===== config.mk =====
export PLATFORM = sky130hd
export DESIGN_NAME = priority_claim_resolver
export DESIGN_NICKNAME = d
export VERILOG_FILES = /design/src/hdl/pcr_pkg.sv /design/src/hdl/priority_claim_resolver.sv /design/src/hdl/pcr_resolve_unit.sv
export SDC_FILE = /design/constraint.sdc
export NUM_CORES = 2
export LEC_CHECK = 0
export ABC_AREA = 1
export BUFFER_PORTS_ARGS = -buffer_cell sky130_fd_sc_hd__buf_2
export CAP_MARGIN = 10
export CORE_ASPECT_RATIO = 0.75
export CORE_MARGIN = 2
export CORE_UTILIZATION = 34
export CTS_CLUSTER_SIZE = 14
export DETAILED_ROUTE_END_ITERATION = 16
export PLACE_DENSITY_LB_ADDON = 0.08
export SYNTH_ARGS = -nofsm -noshare
export SYNTH_HDL_FRONTEND = slang
export SYNTH_SLANG_ARGS = --single-unit

===== constraint.sdc =====
create_clock -name clock -period 8 [get_ports clock]
set_input_delay 2.4 -clock clock [delete_from_list [all_inputs] [get_ports clock]]
set_output_delay 2.4 -clock clock [all_outputs]
set_load 0.01 [all_outputs]

===== src/hdl/pcr_pkg.sv =====
// shared types and constants for the priority claim resolver
`default_nettype none
package pcr_pkg;

   localparam int DefaultNumSlots = 8;

   localparam logic [1:0] CMD_CLAIM   = 2'd0;
   localparam logic [1:0] CMD_RELEASE = 2'd1;
   localparam logic [1:0] CMD_SESSION = 2'd2;
   localparam logic [1:0] CMD_QUERY   = 2'd3;

   localparam logic [1:0] ST_NONE     = 2'd0;
   localparam logic [1:0] ST_ACTIVE   = 2'd1;
   localparam logic [1:0] ST_DISABLED = 2'd2;
   localparam logic [1:0] ST_RESERVED = 2'd3;

   localparam logic [1:0] ACT_NONE    = 2'd0;
   localparam logic [1:0] ACT_ENABLE  = 2'd1;
   localparam logic [1:0] ACT_SLEEP   = 2'd2;
   localparam logic [1:0] ACT_DISABLE = 2'd3;

   localparam logic [1:0] REG_MAX_CUR = 2'd0;
   localparam logic [1:0] REG_MIN_CUR = 2'd1;
   localparam logic [1:0] REG_SLEEP   = 2'd2;

   localparam logic [7:0]  NONE8  = 8'hFF;
   localparam logic [31:0] NONE32 = 32'hFFFF_FFFF;

   typedef struct packed {
      logic [1:0]  cmd;
      logic [15:0] client_id;
      logic [15:0] priority_req;
      logic [1:0]  req_state;
      logic [7:0]  req_charge_current;
      logic [7:0]  req_max_current;
      logic [31:0] req_energy_limit;
      logic [31:0] req_time_limit;
      logic        req_auto_release;
   } req_word_type;

   typedef struct packed {
      logic        accepted;
      logic        has_claims;
      logic [1:0]  target_state;
      logic [1:0]  drive_action;
      logic [7:0]  pilot_current;
      logic        pilot_changed;
      logic [7:0]  target_charge_current;
      logic [7:0]  target_max_current;
      logic [31:0] target_energy_limit;
      logic [31:0] target_time_limit;
      logic [7:0]  table_version;
   } rsp_word_type;

   // one stored claim
   typedef struct packed {
      logic [15:0] client;
      logic [15:0] prio;
      logic [1:0]  state;
      logic [7:0]  charge;
      logic [7:0]  maxc;
      logic [31:0] energy;
      logic [31:0] tlim;
      logic        auto_rel;
   } slot_type;

   // running winners of the resolve pass
   typedef struct packed {
      logic        any;
      logic [15:0] p_st;
      logic [15:0] p_ch;
      logic [15:0] p_mx;
      logic [15:0] p_en;
      logic [15:0] p_tm;
      logic [1:0]  t_state;
      logic [7:0]  t_ch;
      logic [7:0]  t_mx;
      logic [31:0] t_en;
      logic [31:0] t_tm;
   } resolve_type;

endpackage
`default_nettype wire


===== src/hdl/priority_claim_resolver.sv =====
// top level: claim table, command sequencer and resolve pass
// a command runs through these steps from accepted request word to valid response word
// (a search sweep over the slots, an update state, a resolve sweep, a finish state)
// commands are handled one at a time
// req_stall stays high while a command runs and until its response word is taken
// synchronous active-high reset frees all slots, sets state active, clears pilot and version
`default_nettype none
module priority_claim_resolver #(
   parameter int NUM_SLOTS = pcr_pkg::DefaultNumSlots
) (
   input  wire                       clock,
   input  wire                       reset,
   input  wire                       req_valid,
   output logic                      req_stall,
   input  wire pcr_pkg::req_word_type req_word,
   output logic                      rsp_valid,
   input  wire                       rsp_stall,
   output pcr_pkg::rsp_word_type     rsp_word,
   input  wire                       csr_valid,
   output logic                      csr_ready,
   input  wire [1:0]                 csr_index,
   input  wire [7:0]                 csr_data
);
   import pcr_pkg::*;

   localparam int IdxW = (NUM_SLOTS > 1) ? $clog2(NUM_SLOTS) : 1;
   localparam int CntW = $clog2(NUM_SLOTS + 1);
   localparam logic [CntW-1:0] LastSlot = CntW'(NUM_SLOTS - 1);

   typedef enum logic [4:0] {
      S_IDLE    = 5'b00001,
      S_SEARCH  = 5'b00010,
      S_UPDATE  = 5'b00100,
      S_RESOLVE = 5'b01000,
      S_FINISH  = 5'b10000
   } state_type;

   state_type    state_ff, state_in;
   slot_type     slots_ff [NUM_SLOTS];
   logic [CntW-1:0] cnt_ff, cnt_in;
   req_word_type cmd_ff;
   logic [1:0]   cmd_state;
   logic         found_ff, found_in, free_ok_ff, free_ok_in;
   logic [IdxW-1:0] pick_ff, pick_in, free_ff, free_in;
   logic         acc_ff, acc_in;
   resolve_type  res_ff, res_in, res_step;
   logic [7:0]   max_cur_ff, min_cur_ff;
   logic         sleep_ff;
   logic [1:0]   cmd_st_ff;
   logic [7:0]   last_pilot_ff, version_ff;
   logic         rsp_valid_ff;
   rsp_word_type rsp_ff;
   slot_type     cur_slot, new_slot;
   logic [IdxW-1:0] cur_idx, tgt_idx;
   logic [7:0]   pilot;
   logic [1:0]   action;

   assign cur_idx   = cnt_ff[IdxW-1:0];
   assign cur_slot  = slots_ff[cur_idx];
   assign req_stall = (state_ff != S_IDLE) || rsp_valid_ff;
   assign csr_ready = 1'b1;
   assign rsp_valid = rsp_valid_ff;
   assign rsp_word  = rsp_ff;
   assign cmd_state = (cmd_ff.req_state == ST_RESERVED) ? ST_NONE : cmd_ff.req_state;
   assign tgt_idx   = found_ff ? pick_ff : free_ff;

   // claim as it would be stored
   always_comb begin
      new_slot.client   = cmd_ff.client_id;
      new_slot.prio     = cmd_ff.priority_req;
      new_slot.state    = cmd_state;
      new_slot.charge   = cmd_ff.req_charge_current;
      new_slot.maxc     = cmd_ff.req_max_current;
      new_slot.energy   = cmd_ff.req_energy_limit;
      new_slot.tlim     = cmd_ff.req_time_limit;
      new_slot.auto_rel = cmd_ff.req_auto_release;
   end

   pcr_resolve_unit u_resolve (
      .slot   (cur_slot),
      .acc    (res_ff),
      .result (res_step)
   );

   // sequencer
   always_comb begin
      state_in   = state_ff;
      cnt_in     = cnt_ff;
      found_in   = found_ff;
      pick_in    = pick_ff;
      free_ok_in = free_ok_ff;
      free_in    = free_ff;
      acc_in     = acc_ff;
      res_in     = res_ff;
      unique case (state_ff)
         S_IDLE: begin
            if (req_valid && !req_stall) begin
               state_in   = S_SEARCH;
               cnt_in     = '0;
               found_in   = 1'b0;
               free_ok_in = 1'b0;
            end
         end
         S_SEARCH: begin
            if (!found_ff && cur_slot.client == cmd_ff.client_id) begin
               found_in = 1'b1;
               pick_in  = cur_idx;
            end
            if (!free_ok_ff && cur_slot.client == 16'd0) begin
               free_ok_in = 1'b1;
               free_in    = cur_idx;
            end
            if (cnt_ff == LastSlot) state_in = S_UPDATE;
            else cnt_in = cnt_ff + 1'b1;
         end
         S_UPDATE: begin
            acc_in = 1'b0;
            if (cmd_ff.client_id != 16'd0) begin
               if (cmd_ff.cmd == CMD_CLAIM) acc_in = found_ff || free_ok_ff;
               else if (cmd_ff.cmd == CMD_RELEASE) acc_in = found_ff;
            end
            res_in = '{any: 1'b0, p_st: '0, p_ch: '0, p_mx: '0, p_en: '0, p_tm: '0,
                       t_state: ST_ACTIVE, t_ch: NONE8, t_mx: NONE8,
                       t_en: NONE32, t_tm: NONE32};
            cnt_in   = '0;
            state_in = S_RESOLVE;
         end
         S_RESOLVE: begin
            res_in = res_step;
            if (cnt_ff == LastSlot) state_in = S_FINISH;
            else cnt_in = cnt_ff + 1'b1;
         end
         S_FINISH: state_in = S_IDLE;
         default: state_in = S_IDLE;
      endcase
   end

   // pilot and drive action from the finished pass
   always_comb begin
      pilot = max_cur_ff;
      if (res_ff.t_mx != NONE8 && res_ff.t_mx < pilot) pilot = res_ff.t_mx;
      if (res_ff.t_ch != NONE8 && res_ff.t_ch < pilot) pilot = res_ff.t_ch;
      if (pilot < min_cur_ff) pilot = min_cur_ff;
      action = ACT_NONE;
      if (res_ff.t_state != cmd_st_ff) begin
         if (res_ff.t_state == ST_ACTIVE) action = ACT_ENABLE;
         else action = sleep_ff ? ACT_SLEEP : ACT_DISABLE;
      end
   end

   // control registers
   always_ff @(posedge clock) begin
      if (reset) begin
         state_ff      <= S_IDLE;
         rsp_valid_ff  <= 1'b0;
         max_cur_ff    <= 8'd32;
         min_cur_ff    <= 8'd6;
         sleep_ff      <= 1'b1;
         cmd_st_ff     <= ST_ACTIVE;
         last_pilot_ff <= '0;
         version_ff    <= '0;
      end else begin
         state_ff <= state_in;
         if (rsp_valid_ff && !rsp_stall) rsp_valid_ff <= 1'b0;
         if (csr_valid && csr_ready) begin
            unique case (csr_index)
               REG_MAX_CUR: max_cur_ff <= csr_data;
               REG_MIN_CUR: min_cur_ff <= csr_data;
               REG_SLEEP:   sleep_ff   <= csr_data[0];
               default: ;
            endcase
         end
         if (state_ff == S_UPDATE && cmd_ff.client_id != 16'd0) begin
            if (cmd_ff.cmd == CMD_CLAIM && (found_ff || free_ok_ff) &&
                slots_ff[tgt_idx] != new_slot)
               version_ff <= version_ff + 8'd1;
            else if (cmd_ff.cmd == CMD_RELEASE && found_ff)
               version_ff <= version_ff + 8'd1;
         end
         if (state_ff == S_FINISH) begin
            rsp_valid_ff  <= 1'b1;
            last_pilot_ff <= pilot;
            cmd_st_ff     <= res_ff.t_state;
         end
      end
   end

   // slot table, cleared on reset
   always_ff @(posedge clock) begin
      if (reset) begin
         for (int i = 0; i < NUM_SLOTS; i++) begin
            slots_ff[i] <= '{client: '0, prio: '0, state: ST_NONE, charge: NONE8,
                             maxc: NONE8, energy: NONE32, tlim: NONE32, auto_rel: 1'b0};
         end
      end else if (state_ff == S_UPDATE) begin
         if (cmd_ff.cmd == CMD_CLAIM) begin
            if (cmd_ff.client_id != 16'd0 && (found_ff || free_ok_ff))
               slots_ff[tgt_idx] <= new_slot;
         end else if (cmd_ff.cmd == CMD_RELEASE) begin
            if (cmd_ff.client_id != 16'd0 && found_ff)
               slots_ff[pick_ff].client <= '0;
         end else if (cmd_ff.cmd == CMD_SESSION) begin
            for (int i = 0; i < NUM_SLOTS; i++)
               if (slots_ff[i].auto_rel) slots_ff[i].client <= '0;
         end
      end
   end

   // datapath registers
   always_ff @(posedge clock) begin
      cnt_ff     <= cnt_in;
      found_ff   <= found_in;
      pick_ff    <= pick_in;
      free_ok_ff <= free_ok_in;
      free_ff    <= free_in;
      acc_ff     <= acc_in;
      res_ff     <= res_in;
      if (state_ff == S_IDLE && req_valid && !req_stall) cmd_ff <= req_word;
      if (state_ff == S_FINISH) begin
         rsp_ff.accepted              <= acc_ff;
         rsp_ff.has_claims            <= res_ff.any;
         rsp_ff.target_state          <= res_ff.t_state;
         rsp_ff.drive_action          <= action;
         rsp_ff.pilot_current         <= pilot;
         rsp_ff.pilot_changed         <= (pilot != last_pilot_ff);
         rsp_ff.target_charge_current <= res_ff.t_ch;
         rsp_ff.target_max_current    <= res_ff.t_mx;
         rsp_ff.target_energy_limit   <= res_ff.t_en;
         rsp_ff.target_time_limit     <= res_ff.t_tm;
         rsp_ff.table_version         <= version_ff;
      end
   end

`ifndef NO_ASSERTIONS
   a_no_accept_busy: assert property (@(posedge clock) disable iff (reset)
      (state_ff != S_IDLE) |-> req_stall)
      else $error("request taken while busy");
   a_finish_gives_word: assert property (@(posedge clock) disable iff (reset)
      (state_ff == S_FINISH) |=> rsp_valid)
      else $error("finish without response word");
   a_state_resolved: assert property (@(posedge clock) disable iff (reset)
      rsp_valid |-> (rsp_word.target_state == ST_ACTIVE ||
                     rsp_word.target_state == ST_DISABLED))
      else $error("bad target state");
   a_pilot_floor: assert property (@(posedge clock) disable iff (reset)
      (state_ff == S_FINISH) |-> (pilot >= min_cur_ff))
      else $error("pilot below minimum");
`endif

endmodule
`default_nettype wire


===== src/hdl/pcr_resolve_unit.sv =====
// shared per-slot compare unit: folds one slot into the running winners
`default_nettype none
module pcr_resolve_unit (
   input  wire pcr_pkg::slot_type    slot,
   input  wire pcr_pkg::resolve_type acc,
   output pcr_pkg::resolve_type      result
);
   import pcr_pkg::*;

   always_comb begin
      result = acc;
      if (slot.client != 16'd0) begin
         result.any = 1'b1;
         if (slot.prio > acc.p_st && slot.state != ST_NONE) begin
            result.t_state = slot.state;
            result.p_st    = slot.prio;
         end
         if (slot.prio > acc.p_ch && slot.charge != NONE8) begin
            result.t_ch = slot.charge;
            result.p_ch = slot.prio;
         end
         if (slot.prio > acc.p_mx && slot.maxc != NONE8) begin
            result.t_mx = slot.maxc;
            result.p_mx = slot.prio;
         end
         if (slot.prio > acc.p_en && slot.energy != NONE32) begin
            result.t_en = slot.energy;
            result.p_en = slot.prio;
         end
         if (slot.prio > acc.p_tm && slot.tlim != NONE32) begin
            result.t_tm = slot.tlim;
            result.p_tm = slot.prio;
         end
      end
   end

endmodule
`default_nettype wire

# After elaboration in Yosys (flattened, before gate mapping)
# Memory sizes are Yosys's and may differ from the RTL's. A register that Yosys moved wholly into a read port is not among the register bits.
# Cells that the tools add are included.
# totals
register_bits	437
latch_bits	0
mem_count	1
mem_bits_ro	0
ram_bits	920
# classes
order_cmp	8
multipliers	0
n_mux	121
add_sub_neg	2
n_shift	0
n_eq_ne	35
reduce_logical	56
bitwise	9
div_mod_pow	0
# mem_list
memory	depth	width	read_ports	rd_clocked_by_memory_dff	wr	line_no	text
slots_ff	8	115	10	1	8	priority_claim_resolver.sv:39	slot_type slots_ff [NUM_SLOTS];
# op_table
operator	count
$pmux W163 S2	1
$mux W115	2
$reduce_or A115 Y1	2
$mux W16	13
$mux W163	1
$ne A115 B115 Y1	1
$gt A16 B16 Y1	5
$mux W1	78
$mux W32	2
$ne A32 B32 Y1 const B	2
$mux W8	7
$ne A8 B8 Y1 const B	4
$reduce_bool A16 Y1	2
$reduce_and A3 Y1	9
$lt A8 B8 Y1	3
$pmux W5 S4	1
$logic_and A1 B1 Y1	19
$eq A16 B16 Y1	1
$logic_not A16 Y1	1
$mux W5	3
$reduce_and A2 Y1	7
$mux W3	4
$ne A2 B1 Y1 const B	6
$ne A2 B2 Y1 const B	6
25 further kinds	51

# Depth between registers and ports, before layout
# An unclocked memory read counts as a cell.
# logic_depth
word_depth	11
mapped_depth	37

# Hierarchy
# Synthesis repeated with hierarchy kept, for this count alone.
# unflattened
cells_unflattened	7939
hier_area_um2	70482.6
# modules_own_cells
module	n_inst	area_each_um2	cells_each
priority_claim_resolver	1	65705.5	6988
pcr_resolve_unit	1	4777.1	951

# Worst setup path after synthesis
# Ideal clock, no wire load.
# synth_timing
path_kind	input port to flip-flop
startpoint	input port req_valid
endpoint	register with a tool-made name
arrival_time_ps	8423
setup_time_ps	121
required_ps	7879
stages	5
slack_ps	-544
cell_sequence	inv_1 -> nor2_1 -> nor2_1 -> nor2_1 -> mux2_2
# synth_rtl
element	line_no	text
start, declared	priority_claim_resolver.sv:13	input wire req_valid,

==> key figures <==
STA
  • Final hold viol count: 0
  • RSZ-0062 raised after global routing: false
  • Layout Skew: ~0.037 ns
  • Setup WS post-layout: 1.999 ns
  • Slew margin rel.: -1.405%
  • Fin. max-slew vios: 4
  • Tmin final: 6.001 ns
  • TNS Setup: 0 ns
  • Final period utilization: 75.01%
  • Max Clock Freq: about 170 MHz
  • WHS: around 0.42 ns
  • Slew @ Worst Pin: 1.511 ns
  • # setup viols final: 0

Setup path
  • Worst EP arrival: 6.54 ns
  • CP peak stage delay: 0.96 ns
  • Maximum fanout along the worst path: 62
  • Crit path max-delay cell type: nor4_1
  • Crit-path cells: inv_6 -> buf_4 -> buf_4 -> o21ai_0 -> o22ai_1 -> nand2_1 -> nand2_1 -> nand4_1 -> nor4_1 -> nand2_1 -> nand2_1 -> a21oi_4 -> buf_12
  • CP endpoint kind: flip-flop
  • WS Path Type: reg -> reg
  • CP most frequent cell: nand2_1
  • Crit start category: flip-flop
  • Critical Path RT: about 8.5 ns

Floorplan
  • DIE AREA: 200,900 sq um
  • Die Y: ~390 um
  • Starting density of the core: 34.13%
  • FP Rows: roughly 140
  • # IOs: about 240
  • Core box area: approximately 200,000 sq um
  • Die Span X: 516.9 um

Logic synthesis
  • Synth cell types: just under 50
  • Mapped Cells: 7,099
  • Sequential area share after synthesis: 60.23%
  • Number of synthesized register bits: 1,360
  • Most used DFF post-synth: edfxtp_1
  • Syn_nets: 7,334
  • Synth Area per Inst: 9.448 sq um
  • Cell area after synthesis: 67,070 sq um
  • Share of synthesized registers carrying an async set or reset: 0%
  • Ys Warns: 0
  • EDFF count, synth: 1,316

Status
  • Failing checks: capacitance limit, slew limit
  • Status: complete, but fails checks

Global route
  • Initial antenna violation count: 11
  • Total Routing Usage GR: 27.06%
  • Largest net degree at the start of global routing: 142
  • First-pass GRT wire length: 391,900 um
  • Vias in the first global route: 51,800
  • Global route overflow: 0

Finish
  • Layout area overhead: 13.07%
  • Nets@finish: roughly 7,400
  • Finished Cell Area: 75,840 sq um
  • Fin util: ~39%
  • Layout cells sized above 1: 9.050%
  • Post-Layout Cell Count: 9,917

Routing
  • TritonRoute pass-1 iters: 9
  • Post-DRT Antenna Nets: 0
  • DRC Markers: 0
  • Via count of the routed design: 55,790
  • Via density: 5.626
  • First-iteration detailed-routing DRC count: 7,911
  • Routed WL: 278,100 um
  • Wire per inst: 28.05 um

Place
  • Placed cells: between 9,000 and 10,000
  • Post-place instance area: 70,960 sq um
  • Dpl hpwl: 172,900 um
  • RePlAce Congestion: 0.8589
  • # port buffers: 236
  • Pre-CTS setup slack: 2.129 ns

Clock network
  • Clk_lat worst skew: between 0.8 and 0.9 ns
  • TritonCTS clock tree: yes
  • CTS Hold Bufs: 0
  • H-tree depth: 4
  • Clock sink total: 1,360
  • Postcts setup bufs: 0
  • Longest Clk Path Bufs: 3
  • Clock root cell: clkbuf_16
  • CTS clock-pin slew for the worst setup and hold paths: 0.06 ns
  • Total CTS buffers: 156
  • CTS resizes: 0

Hold path
  • Hold crit path type: reg -> reg

Power and ir drop
  • Leak: 27.71 nW
  • Maximum vdd drop: 0.2380 mV
  • Pwr Total: 20.94 mW
  • Power per cell area: around 280 nW/um^2

Flow run
  • MaxCap Viol Count: 1
cells in the final DEF (no fill, tap or decap), types with 121 or more instances in the layout:
cell type / instances
nor2_1: 783
edfxtp_1: 1316
o21ai_0: 647
clkbuf_16: 161
buf_2: 237
inv_1: 293
a21oi_1: 311
buf_4: 121
nand2_1: 2035
o22ai_1: 156
nand3_1: 455
flip-flops by register name, indices dropped and copies added (netlist names), named ones only:
| signal | flops |
|---|---|
| cmd_st_ff | 2 |
| res_ff | 163 |
| pick_ff | 3 |
| max_cur_ff | 8 |
| cmd_ff | 117 |
| rsp_word | 103 |
| cnt_ff | 4 |
| state_ff | 5 |
| last_pilot_ff | 8 |
| slots_ff | 920 |
| free_ok_ff | 1 |
| sleep_ff | 1 |
| acc_ff | 1 |
| free_ff | 3 |
| rsp_valid | 1 |
| min_cur_ff | 8 |
| found_ff | 1 |
| version_ff | 8 |
cell type report:
cell class | count | area [sq um]
Antenna cell | 1 | 2.502
Clock buffer | 195 | 4167
Clock inverter | 78 | 704.4
Fill cell | 19570 | 120700
Inverter | 313 | 1231
Multi-Input combinational cell | 4946 | 23510
Sequential cell | 1360 | 40410
Tap cell | 2645 | 3309
Timing Repair Buffer | 379 | 2506
worst max-delay path: cells and delay by family (launching register included):
| family | cells | cell delay (ns) |
|---|---|---|
| flops | 1 | 0.49 |
| compound gates | 3 | 0.73 |
| simple gates | 6 | 2.19 |
| buf+inv | 4 | 2.19 |
kinds of logic after synthesis:
| family | synth area share [%] |
|---|---|
| AND/OR/NAND/NOR | 20.37 |
| flip-flops | 60.23 |
| AO/OA/AOI/OAI | 11.51 |
| buffers and inverters | 4.930 |
| adder cells (fa/ha/maj) | 1.921 |
| XOR/XNOR | 0.9924 |
| multiplexers | 0.03358 |
| other | 0.005591 |
worst paths after layout:
path / startpoint / end / slack, ns / cells after the start
setup / recovery: flip-flop / res_ff[28]$_SDFFCE_PN1P_ / 2.00 / 13
hold / removal: res_ff[62]$_SDFFCE_PN1P_ / rsp_word[70]$_DFFE_PP_ / 0.42 / 0
setup reg to reg: flip-flop / res_ff[28]$_SDFFCE_PN1P_ / 2.00 / 13
hold reg to reg: res_ff[62]$_SDFFCE_PN1P_ / rsp_word[70]$_DFFE_PP_ / 0.42 / 0
where the power goes:
group / internal (mW) / switching, mW
clock: 4.03 / 3.07
sequential: 7.94 / 0.232
combinational: 1.32 / 4.34
layer usage:
metal	share of wire, %	vias up	routed length [um]	track usage, %
met5	0.045	-	124	0
met4	2.8	12	7667	7.267
met3	9.9	446	27620	5.783
met2	42	3018	115700	38.68
met1	46	27550	127000	40.94
li1	-	24770	-	-
cells in the mapped netlist (59+ instances only):
cell      instances  area share [%]
o21ai_0         659             4.9
o22ai_1         156             1.5
a21oi_1         316             2.4
nand2_1        2044              11
ha_1            103             1.9
nand3_1         455             3.4
inv_1           297             1.7
clkbuf_1        295             1.7
nor2_1          784             4.4
edfxtp_1       1316              59
buf_2           111            0.83
a221oi_1         59            0.77
Note: power is estimated with default switching activity, not from simulation.
